==> config.mk <==
export PLATFORM = sky130hd
export DESIGN_NAME = annexb_to_length_prefixed_nal
export DESIGN_NICKNAME = d
export VERILOG_FILES = /design/src/sv/anl_pkg.sv /design/src/sv/annexb_to_length_prefixed_nal.sv /design/src/sv/anl_parse.sv /design/src/sv/anl_outq.sv
export SDC_FILE = /design/constraint.sdc
export NUM_CORES = 1
export LEC_CHECK = 0
export ABC_AREA = 0
export BUFFER_PORTS_ARGS = -buffer_cell sky130_fd_sc_hd__buf_2
export CORE_MARGIN = 3
export CORE_UTILIZATION = 56
export CTS_BUF_LIST = sky130_fd_sc_hd__clkbuf_4 sky130_fd_sc_hd__clkbuf_8
export DETAILED_ROUTE_END_ITERATION = 8
export PLACE_DENSITY = 0.79
export SYNTH_ARGS = -nofsm -noshare
export SYNTH_HDL_FRONTEND = slang
export SYNTH_SLANG_ARGS = --single-unit
==> constraint.sdc <==
create_clock -name aclk -period 9.2 [get_ports aclk]
set_input_delay 1.84 -clock aclk [delete_from_list [all_inputs] [get_ports aclk]]
set_output_delay 1.84 -clock aclk [all_outputs]
set_load 0.05 [all_outputs]
==> src/sv/anl_pkg.sv <==
`timescale 1ns / 1ps
// ----------------------------------------------------------------------------
// anl_pkg
// Shared types, codes and helpers of the Annex-B to length-prefixed NAL
// converter.
// ----------------------------------------------------------------------------
package anl_pkg;

    // result kinds
    localparam logic [1:0] KIND_PAYLOAD = 2'd0;
    localparam logic [1:0] KIND_NAL_END = 2'd1;
    localparam logic [1:0] KIND_UNIT_END = 2'd2;

    // configuration port
    localparam int unsigned ADDR_W = 3;
    localparam logic [0:0] REG_CODEC_MODE = 1'b0;

    // codec selection
    localparam logic CODEC_H264 = 1'b0;

    localparam logic [31:0] SAT32 = 32'hFFFF_FFFF;
    localparam logic [33:0] LEN_PREFIX_BYTES = 34'd4;
    localparam logic [7:0] TYPE_MASK_AVC = 8'h1f;
    localparam logic [7:0] TYPE_MASK_HEVC = 8'h3f;

    // Results caused by one input item, in output order:
    // nz payload zeros, then the item's own byte, then the NAL end, then
    // the access unit end.
    typedef struct packed {
        logic [2:0]  nz;
        logic        has_byte;
        logic [7:0]  data;
        logic        has_nal;
        logic [31:0] nal_len;
        logic [5:0]  nal_type;
        logic        has_unit;
        logic [31:0] unit_bytes;
        logic        empty;
    } desc_t;

    // NAL type field from the first payload byte
    function automatic logic [5:0] nal_type_of(input logic mode, input logic [7:0] b);
        logic [7:0] t;
        begin
            if (mode == CODEC_H264) begin
                t = b & TYPE_MASK_AVC;
            end else begin
                t = (b >> 1) & TYPE_MASK_HEVC;
            end
            nal_type_of = t[5:0];
        end
    endfunction

endpackage

==> src/sv/annexb_to_length_prefixed_nal.sv <==
`timescale 1ns / 1ps
// ----------------------------------------------------------------------------
// annexb_to_length_prefixed_nal
// Strips Annex-B start codes from a byte stream, passes NAL payload bytes
// and reports NAL lengths/types and the converted access unit size.
// ----------------------------------------------------------------------------
// Each item's results are registered in the descriptor queue before they are offered.
// Throughput: one byte per cycle while m_ready is high and each byte yields at
//   most one result; a byte yielding n results (up to 6) holds the single
//   result port for n handshakes, buffered by a two-entry descriptor queue.
// Reset: synchronous, active low; clears stream state, queue and codec_mode.
module annexb_to_length_prefixed_nal (
    input  logic                       aclk,
    input  logic                       aresetn,
    // configuration
    input  logic                       psel,
    input  logic                       penable,
    input  logic                       pwrite,
    input  logic [anl_pkg::ADDR_W-1:0] paddr,
    input  logic [31:0]                pwdata,
    output logic [31:0]                prdata,
    output logic                       pready,
    // input bytes
    input  logic                       s_valid,
    output logic                       s_ready,
    input  logic [7:0]                 s_data_byte,
    input  logic                       s_unit_end,
    // results
    output logic                       m_valid,
    input  logic                       m_ready,
    output logic [1:0]                 m_kind,
    output logic [7:0]                 m_payload_byte,
    output logic [31:0]                m_nal_length,
    output logic [5:0]                 m_nal_type,
    output logic [31:0]                m_unit_bytes,
    output logic                       m_empty_unit,
    output logic                       m_last
);

    logic           codec_mode_reg;
    logic           cfg_sel;
    logic           q_ready;
    logic           push_valid;
    anl_pkg::desc_t push_desc;

    // register file
    assign pready  = 1'b1;
    assign cfg_sel = (paddr[2] == anl_pkg::REG_CODEC_MODE) && (paddr[1:0] == 2'b00);
    assign prdata  = cfg_sel ? {31'd0, codec_mode_reg} : 32'd0;

    always_ff @(posedge aclk) begin
        if (!aresetn) begin
            codec_mode_reg <= 1'b0;
        end else if (psel && penable && pwrite && pready && paddr[2] == anl_pkg::REG_CODEC_MODE) begin
            codec_mode_reg <= pwdata[0];
        end
    end

    assign s_ready = q_ready;

    anl_parse u_parse (
        .aclk        (aclk),
        .aresetn     (aresetn),
        .codec_mode  (codec_mode_reg),
        .s_valid     (s_valid),
        .s_data_byte (s_data_byte),
        .s_unit_end  (s_unit_end),
        .q_ready     (q_ready),
        .push_valid  (push_valid),
        .push_desc   (push_desc)
    );

    anl_outq u_outq (
        .aclk           (aclk),
        .aresetn        (aresetn),
        .push_valid     (push_valid),
        .push_desc      (push_desc),
        .q_ready        (q_ready),
        .m_valid        (m_valid),
        .m_ready        (m_ready),
        .m_kind         (m_kind),
        .m_payload_byte (m_payload_byte),
        .m_nal_length   (m_nal_length),
        .m_nal_type     (m_nal_type),
        .m_unit_bytes   (m_unit_bytes),
        .m_empty_unit   (m_empty_unit),
        .m_last         (m_last)
    );

`ifndef SYNTHESIS
    // last flag marks exactly the access unit result
    a_last_kind: assert property (@(posedge aclk) disable iff (!aresetn)
        m_valid |-> (m_last == (m_kind == anl_pkg::KIND_UNIT_END)))
        else $error("last flag does not match unit end result");

    // empty NAL units are never reported
    a_nal_nonzero: assert property (@(posedge aclk) disable iff (!aresetn)
        (m_valid && m_kind == anl_pkg::KIND_NAL_END) |-> (m_nal_length != 32'd0))
        else $error("zero length NAL reported");

    // empty flag agrees with the converted size
    a_empty_flag: assert property (@(posedge aclk) disable iff (!aresetn)
        (m_valid && m_kind == anl_pkg::KIND_UNIT_END)
            |-> (m_empty_unit == (m_unit_bytes == 32'd0)))
        else $error("empty unit flag disagrees with size");

    // nothing is offered right after reset
    a_reset_idle: assert property (@(posedge aclk)
        !aresetn |=> !m_valid)
        else $error("result offered after reset");
`endif

endmodule

==> src/sv/anl_parse.sv <==
`timescale 1ns / 1ps
// ----------------------------------------------------------------------------
// anl_parse
// Start code detector and NAL bookkeeping: one input byte per cycle, while the
// queue has room, is turned into a result descriptor while the stream state is updated.
// ----------------------------------------------------------------------------
module anl_parse (
    input  logic            aclk,
    input  logic            aresetn,
    input  logic            codec_mode,
    input  logic            s_valid,
    input  logic [7:0]      s_data_byte,
    input  logic            s_unit_end,
    input  logic            q_ready,
    output logic            push_valid,
    output anl_pkg::desc_t  push_desc
);

    logic [1:0]  held_reg, held_next;
    logic        inside_reg, inside_next;
    logic [31:0] cnt_reg, cnt_next;
    logic [5:0]  type_reg, type_next;
    logic [31:0] tot_reg, tot_next;

    logic        accept;
    logic        is_zero;
    logic        is_sc;
    logic [2:0]  zeros_a;
    logic [1:0]  held_a;
    logic [2:0]  nz;
    logic        byte_flag;
    logic [2:0]  passed;
    logic [32:0] cnt_sum;
    logic [31:0] cnt_new;
    logic [5:0]  type_new;
    logic [33:0] tot_sum;
    logic [31:0] tot_sat;
    logic        has_nal;
    logic [31:0] nal_len;
    logic [5:0]  nal_type;
    logic [31:0] tot_after;

    assign accept = s_valid && q_ready;

    // byte classification and zero run handling
    always_comb begin
        is_zero = (s_data_byte == 8'h00);
        is_sc   = (s_data_byte == 8'h01) && (held_reg >= 2'd2);
        if (is_zero) begin
            zeros_a = (held_reg == 2'd3) ? 3'd1 : 3'd0;
            held_a  = (held_reg == 2'd3) ? 2'd3 : held_reg + 2'd1;
        end else begin
            zeros_a = is_sc ? 3'd0 : {1'b0, held_reg};
            held_a  = 2'd0;
        end
        nz        = 3'd0;
        byte_flag = 1'b0;
        if (inside_reg && !is_sc) begin
            // trailing held zeros go to the last NAL at the unit end
            nz        = zeros_a + (s_unit_end ? {1'b0, held_a} : 3'd0);
            byte_flag = !is_zero;
        end
        passed = nz + {2'b00, byte_flag};
    end

    // counters, saturating; unit total adds in parallel with the count
    always_comb begin
        cnt_sum = {1'b0, cnt_reg} + {30'd0, passed};
        cnt_new = cnt_sum[32] ? anl_pkg::SAT32 : cnt_sum[31:0];
        if (cnt_reg == 32'd0 && passed != 3'd0) begin
            type_new = (nz != 3'd0) ? 6'd0 : anl_pkg::nal_type_of(codec_mode, s_data_byte);
        end else begin
            type_new = type_reg;
        end
        tot_sum = {2'b00, tot_reg} + anl_pkg::LEN_PREFIX_BYTES + {2'b00, cnt_reg}
                + {31'd0, passed};
        tot_sat = (tot_sum[33:32] != 2'b00) ? anl_pkg::SAT32 : tot_sum[31:0];
        if (is_sc) begin
            has_nal  = inside_reg && (cnt_reg != 32'd0);
            nal_len  = cnt_reg;
            nal_type = type_reg;
        end else begin
            has_nal  = s_unit_end && inside_reg && (cnt_new != 32'd0);
            nal_len  = cnt_new;
            nal_type = type_new;
        end
        tot_after = has_nal ? tot_sat : tot_reg;
    end

    // descriptor for the output queue
    always_comb begin
        push_desc.nz         = nz;
        push_desc.has_byte   = byte_flag;
        push_desc.data       = s_data_byte;
        push_desc.has_nal    = has_nal;
        push_desc.nal_len    = nal_len;
        push_desc.nal_type   = nal_type;
        push_desc.has_unit   = s_unit_end;
        push_desc.unit_bytes = tot_after;
        push_desc.empty      = (tot_after == 32'd0);
        push_valid = accept && (nz != 3'd0 || byte_flag || has_nal || s_unit_end);
    end

    // next stream state
    always_comb begin
        held_next   = held_reg;
        inside_next = inside_reg;
        cnt_next    = cnt_reg;
        type_next   = type_reg;
        tot_next    = tot_reg;
        if (accept) begin
            if (s_unit_end) begin
                held_next   = 2'd0;
                inside_next = 1'b0;
                cnt_next    = 32'd0;
                type_next   = 6'd0;
                tot_next    = 32'd0;
            end else if (is_sc) begin
                held_next   = 2'd0;
                inside_next = 1'b1;
                cnt_next    = 32'd0;
                type_next   = 6'd0;
                tot_next    = tot_after;
            end else begin
                held_next = held_a;
                cnt_next  = cnt_new;
                type_next = type_new;
            end
        end
    end

    always_ff @(posedge aclk) begin
        if (!aresetn) begin
            held_reg   <= 2'd0;
            inside_reg <= 1'b0;
            cnt_reg    <= 32'd0;
            type_reg   <= 6'd0;
            tot_reg    <= 32'd0;
        end else begin
            held_reg   <= held_next;
            inside_reg <= inside_next;
            cnt_reg    <= cnt_next;
            type_reg   <= type_next;
            tot_reg    <= tot_next;
        end
    end

endmodule

==> src/sv/anl_outq.sv <==
`timescale 1ns / 1ps
// ----------------------------------------------------------------------------
// anl_outq
// Two-entry descriptor queue; the head descriptor is unrolled into single
// results, one per output handshake.
// ----------------------------------------------------------------------------
module anl_outq (
    input  logic            aclk,
    input  logic            aresetn,
    input  logic            push_valid,
    input  anl_pkg::desc_t  push_desc,
    output logic            q_ready,
    output logic            m_valid,
    input  logic            m_ready,
    output logic [1:0]      m_kind,
    output logic [7:0]      m_payload_byte,
    output logic [31:0]     m_nal_length,
    output logic [5:0]      m_nal_type,
    output logic [31:0]     m_unit_bytes,
    output logic            m_empty_unit,
    output logic            m_last
);

    anl_pkg::desc_t q_reg [2];
    logic [1:0] count_reg, count_next;
    logic       rd_reg, rd_next;
    logic       wr_reg, wr_next;

    anl_pkg::desc_t head;
    anl_pkg::desc_t head_upd;
    logic sel_zero, sel_byte, sel_nal;
    logic out_fire, pop;

    assign head    = q_reg[rd_reg];
    assign q_ready = (count_reg != 2'd2);
    assign m_valid = (count_reg != 2'd0);
    assign out_fire = m_valid && m_ready;

    // pick the next result of the head item
    always_comb begin
        sel_zero = (head.nz != 3'd0);
        sel_byte = !sel_zero && head.has_byte;
        sel_nal  = !sel_zero && !head.has_byte && head.has_nal;
        head_upd = head;
        if (sel_zero) begin
            head_upd.nz = head.nz - 3'd1;
        end else if (sel_byte) begin
            head_upd.has_byte = 1'b0;
        end else if (sel_nal) begin
            head_upd.has_nal = 1'b0;
        end else begin
            head_upd.has_unit = 1'b0;
        end
        pop = out_fire && (head_upd.nz == 3'd0) && !head_upd.has_byte
            && !head_upd.has_nal && !head_upd.has_unit;
    end

    // result fields
    always_comb begin
        m_kind         = anl_pkg::KIND_UNIT_END;
        m_payload_byte = 8'd0;
        m_nal_length   = 32'd0;
        m_nal_type     = 6'd0;
        m_unit_bytes   = 32'd0;
        m_empty_unit   = 1'b0;
        m_last         = 1'b0;
        if (sel_zero) begin
            m_kind = anl_pkg::KIND_PAYLOAD;
        end else if (sel_byte) begin
            m_kind         = anl_pkg::KIND_PAYLOAD;
            m_payload_byte = head.data;
        end else if (sel_nal) begin
            m_kind       = anl_pkg::KIND_NAL_END;
            m_nal_length = head.nal_len;
            m_nal_type   = head.nal_type;
        end else begin
            m_unit_bytes = head.unit_bytes;
            m_empty_unit = head.empty;
            m_last       = 1'b1;
        end
    end

    // queue pointers
    always_comb begin
        count_next = count_reg + {1'b0, push_valid} - {1'b0, pop};
        rd_next    = pop ? !rd_reg : rd_reg;
        wr_next    = push_valid ? !wr_reg : wr_reg;
    end

    always_ff @(posedge aclk) begin
        if (!aresetn) begin
            count_reg <= 2'd0;
            rd_reg    <= 1'b0;
            wr_reg    <= 1'b0;
        end else begin
            count_reg <= count_next;
            rd_reg    <= rd_next;
            wr_reg    <= wr_next;
        end
    end

    // entries: head shrinks in place, push writes the slot at the write pointer
    always_ff @(posedge aclk) begin
        if (out_fire && !pop) begin
            q_reg[rd_reg] <= head_upd;
        end
        if (push_valid) begin
            q_reg[wr_reg] <= push_desc;
        end
    end

endmodule
==> metrics.md <==
| Metric | Value |
|---|---|
| Logic depth of the worst register-to-register path | `20` |
| CTS-repair resized insts | `0` |
| Top flip-flop cell by instance count after synthesis | `sky130_fd_sc_hd__edfxtp_1` |
| Hold violation count in the final report | `0` |
| Gp weighted congestion | `0.939` |
| Beginning of the worst register-to-register path | `u_parse.held_reg[1]` |
| Startpoint Class | `input port` |
| TritonRoute pass-1 iters | `6` |
| Period utilisation layout | `90.4%` |
| Share of post-route cells with drive strength above 1 | `13.7%` |
| Total power after layout | `0.00275 W` |
| Clock latency on the worst-skew pair | `560 ps` |
| Via count of the first global-routing pass | `14500` |
| Area added between synthesis and finish | `8.54%` |
| Arrival time reported for the critical path endpoint | `8710 ps` |
| Min setup slack post-route | `about 890 ps` |
| Total of max-cap violations | `0` |
| CTS tree | `done` |
| Count of antenna diodes in the layout | `0` |
| Final non-filler cell area | `19200 um2` |
| Cell leakage power | `7.70 nW` |
| Total via count after detailed routing | `15300` |
| Maximum number of buffers from clock root to sink | `3` |
| Number of library cell types mapped by synthesis | `84` |
| Count of state elements after synthesis | `249` |
| Number of warnings reported in the yosys synthesis log | `0` |
| Startpoint-to-endpoint class of the critical path | `input port to flip-flop` |
| Delay of the slowest critical-path stage | `500 ps` |
| Number of max-slew violations in the final report | `0` |
| PwrDens | `144 nW/um2` |
| Number of enable flip-flop cells after synthesis | `between 150 and 200` |
| Placement Rows | `64` |
| Via density per instance | `between 6 and 7` |
| FF-to-FF setup slack | `2680 ps` |
| CTS Root Cell | `sky130_fd_sc_hd__clkbuf_8` |
| Highest-count cells in the layout ignoring fill and taps | `236 x sky130_fd_sc_hd__nor2_1, 205 x sky130_fd_sc_hd__mux2i_1, 170 x sky130_fd_sc_hd__edfxtp_1, 150 x sky130_fd_sc_hd__nand2_1, 131 x sky130_fd_sc_hd__a21oi_1` |
| DR DRC count | `0` |
| Fill count | `2634` |
| Dominant cell type by count on the critical path | `sky130_fd_sc_hd__fa_1` |
| Largest net degree at the start of global routing | `between 60 and 70` |
| Avg WL per Cell | `slightly above 20 um` |
| Total congestion overflow after global routing | `0` |
| Clock Skew | `24.9 ps` |
| Total buffers and inverters traversed by the critical path | `3` |
| Setup Slack @ Placement | `519 ps` |
| RSZ-0062 raised after global routing | `no` |
| Hold Crit Class | `flip-flop to flip-flop` |
| Average footprint of a synthesized cell | `~9 um2` |
| Clock Pin Slew Worst Setup and Hold Paths | `60 ps` |
| Number of placed I/O pins | `between 150 and 200` |
| Flip-flop count of the largest register, all copies and words added | `170` |
| Die Outline Area | `33700 um2` |
| Global-route wire length before repair | `77900 um` |
| Initial antenna violation count | `1` |
| Most common library cell in the layout ignoring fill and taps | `sky130_fd_sc_hd__nor2_1` |
| Hold_buf cts | `0` |
| CP cell instances | `buf_2 -> nor4_1 -> nand2_1 -> nor2_1 -> and3_1 -> ha_1 -> fa_1 -> and3_1 -> ha_1 -> xnor2_1 -> inv_1 -> fa_1 -> fa_1 -> nand2b_1 -> a21boi_0 -> buf_4 -> o211ai_1 -> a31oi_1 -> a41o_1 -> or4b_1 -> nor4b_1 -> nand4bb_1 -> a21oi_1` |
| Largest area contributor in the synthesized netlist | `sky130_fd_sc_hd__edfxtp_1` |
| Instance area at placement | `18200 um2` |
| Sequential cell area fraction in the yosys report | `a little under two fifths` |
| Cts bufs inserted | `43` |
| Post-layout min period | `8310 ps` |
| Maximum VDD drop | `0.0000793 V` |
| Number of clock sinks | `249` |
| Largest delay share family, worst path | `simple AND/OR/NAND/NOR gates` |
| Post-synth design cell area | `17700 um2` |
| Result of the run | `complete, no violations` |
| Detailed router's first-iteration violation count | `1407` |
| Detail Route Antenna Nets | `0` |
| Number of port buffers | `104` |
| Detailed Route WL | `49400 um` |
| Number of cells produced by synthesis | `~2000` |
| Area share of the largest cell type after synthesis | `28.9%` |
| CP Capture Type | `flip-flop` |
| WP depth | `23` |
| Fin nets | `2097` |
| Transition time at the pin with the least slew margin | `~1200 ps` |
| Die outline height | `184 um` |
| Critical path startpoint | `s_data_byte[1]` |
| Highest fanout seen on the critical path | `6` |
| Crit-path slowest cell | `sky130_fd_sc_hd__or4b_1` |
| Worst endpoint required time | `9590 ps` |
| Detailed Place HPWL | `34600 um` |
| Area of the core | `30800 um2` |
| Max-slew headroom at the worst pin | `16.6%` |
| End of the worst register-to-register path | `u_outq.q_reg[0][0]` |
| Initial Utilization | `57.3%` |
| Final cell utilization of the core | `62.2%` |
| Deepest level of the CTS H-tree | `2` |
| Die Span X | `184 um` |
| Final setup fails | `0` |
| Highest attainable clock frequency | `120 MHz` |
| GR Util All Layers | `approximately 28%` |
| Timing endpoint of the critical path | `u_outq.q_reg[0][0]` |
| Share of synthesized registers carrying an async set or reset | `0%` |
| Setup TNS after final layout | `0 ps` |
| Synth area leaders | `sky130_fd_sc_hd__edfxtp_1 29%, sky130_fd_sc_hd__mux2i_1 12%, sky130_fd_sc_hd__dfxtp_1 9.0%` |
| Post-CTS setup repair buffer count | `0` |
## stage by stage
step	hold WS (ps)	std cells
4_1_cts	483	2398
3_3_place_gp	465	2318
3_5_place_dp	475	2318
2_1_floorplan	457	1976
6_report	484	2398
5_1_grt	525	2398
## Yosys cell counts (10+ instances only)
cell type	n
sky130_fd_sc_hd__and2_1	10
sky130_fd_sc_hd__o211ai_1	15
sky130_fd_sc_hd__buf_1	12
sky130_fd_sc_hd__nor4_1	27
sky130_fd_sc_hd__nand2_1	151
sky130_fd_sc_hd__buf_4	38
sky130_fd_sc_hd__mux2i_1	206
sky130_fd_sc_hd__a22oi_1	20
sky130_fd_sc_hd__and3_1	20
sky130_fd_sc_hd__inv_1	30
sky130_fd_sc_hd__nand4_1	35
sky130_fd_sc_hd__clkbuf_1	90
sky130_fd_sc_hd__o21a_1	14
sky130_fd_sc_hd__nand2b_1	10
sky130_fd_sc_hd__o22ai_2	26
sky130_fd_sc_hd__nand3_1	72
sky130_fd_sc_hd__xnor2_1	42
sky130_fd_sc_hd__buf_2	35
sky130_fd_sc_hd__ha_1	73
sky130_fd_sc_hd__dfxtp_1	79
sky130_fd_sc_hd__a21o_1	12
sky130_fd_sc_hd__nor2b_1	19
sky130_fd_sc_hd__nor2_1	237
sky130_fd_sc_hd__o21ai_0	95
sky130_fd_sc_hd__xor2_1	16
sky130_fd_sc_hd__edfxtp_1	170
sky130_fd_sc_hd__a31oi_1	17
sky130_fd_sc_hd__a211oi_1	15
sky130_fd_sc_hd__o21ai_1	27
sky130_fd_sc_hd__a21oi_1	132
sky130_fd_sc_hd__nor3_1	42
## per-layer routing
| layer | up-vias | part of all wire (%) | global-route usage, % |
|---|---|---|---|
| met5 | - | 0 | 0 |
| li1 | 7181 | - | - |
| met4 | 0 | 1.8 | 6.52 |
| met2 | 668 | 46 | 45.9 |
| met1 | 7407 | 45 | 40.6 |
| met3 | 79 | 7.0 | 3.28 |
## how the worst min path moves through the flow
stage | start | end | depth (start not counted)
floorplan | u_outq.wr_reg | u_outq.wr_reg | 2
global placement | u_outq.wr_reg | u_outq.wr_reg | 2
detailed placement | u_outq.wr_reg | u_outq.wr_reg | 2
CTS | u_outq.wr_reg | u_outq.wr_reg | 2
global route | u_outq.wr_reg | u_outq.wr_reg | 2
finish | u_outq.wr_reg | u_outq.wr_reg | 2
## final cells by class
class | count | area [um2] | share of cell area, %
Multi-Input combinational cell | 1518 | 10200 | 53.1
Sequential cell | 249 | 6690 | 34.9
Clock buffer | 70 | 845 | 4.41
Timing Repair Buffer | 125 | 691 | 3.60
Tap cell | 396 | 495 | 2.59
Clock inverter | 10 | 160 | 0.836
Inverter | 30 | 113 | 0.588
## report_power, final
group | switching [W] | internal, W
Combinational | 0.000219 | 0.0000820
Sequential | 0.0000143 | 0.00127
Clock | 0.000468 | 0.000697
## worst register-to-register path: stages, from the launching register on
cell	delay, ps
sky130_fd_sc_hd__dfxtp_1	380
sky130_fd_sc_hd__nand2b_1	190
sky130_fd_sc_hd__and3_1	200
sky130_fd_sc_hd__ha_1	210
sky130_fd_sc_hd__fa_1	450
sky130_fd_sc_hd__and3_1	230
sky130_fd_sc_hd__ha_1	230
sky130_fd_sc_hd__xnor2_1	320
sky130_fd_sc_hd__inv_1	110
sky130_fd_sc_hd__fa_1	490
sky130_fd_sc_hd__fa_1	470
sky130_fd_sc_hd__nand2b_1	200
sky130_fd_sc_hd__a21boi_0	330
sky130_fd_sc_hd__buf_4	200
sky130_fd_sc_hd__o211ai_1	260
sky130_fd_sc_hd__a31oi_1	360
sky130_fd_sc_hd__a41o_1	270
sky130_fd_sc_hd__or4b_1	510
sky130_fd_sc_hd__nor4b_1	450
sky130_fd_sc_hd__nand4bb_1	290
sky130_fd_sc_hd__a21oi_1	210
## kinds of logic after synthesis
kind of cell / count (synthesis) / share of synthesized area [%]
and+or+nand+nor: 680 / 18.5
AOI/OAI and AO/OA: 456 / 17.1
DFF: 249 / 37.9
muxes: 213 / 12.1
buffers and inverters: 209 / 5.60
adders and majority gates: 79 / 5.85
xor gates and xnor gates: 58 / 2.88
other: 2 / 0.0425
No activity file was read; power rests on OpenSTA's default activity.
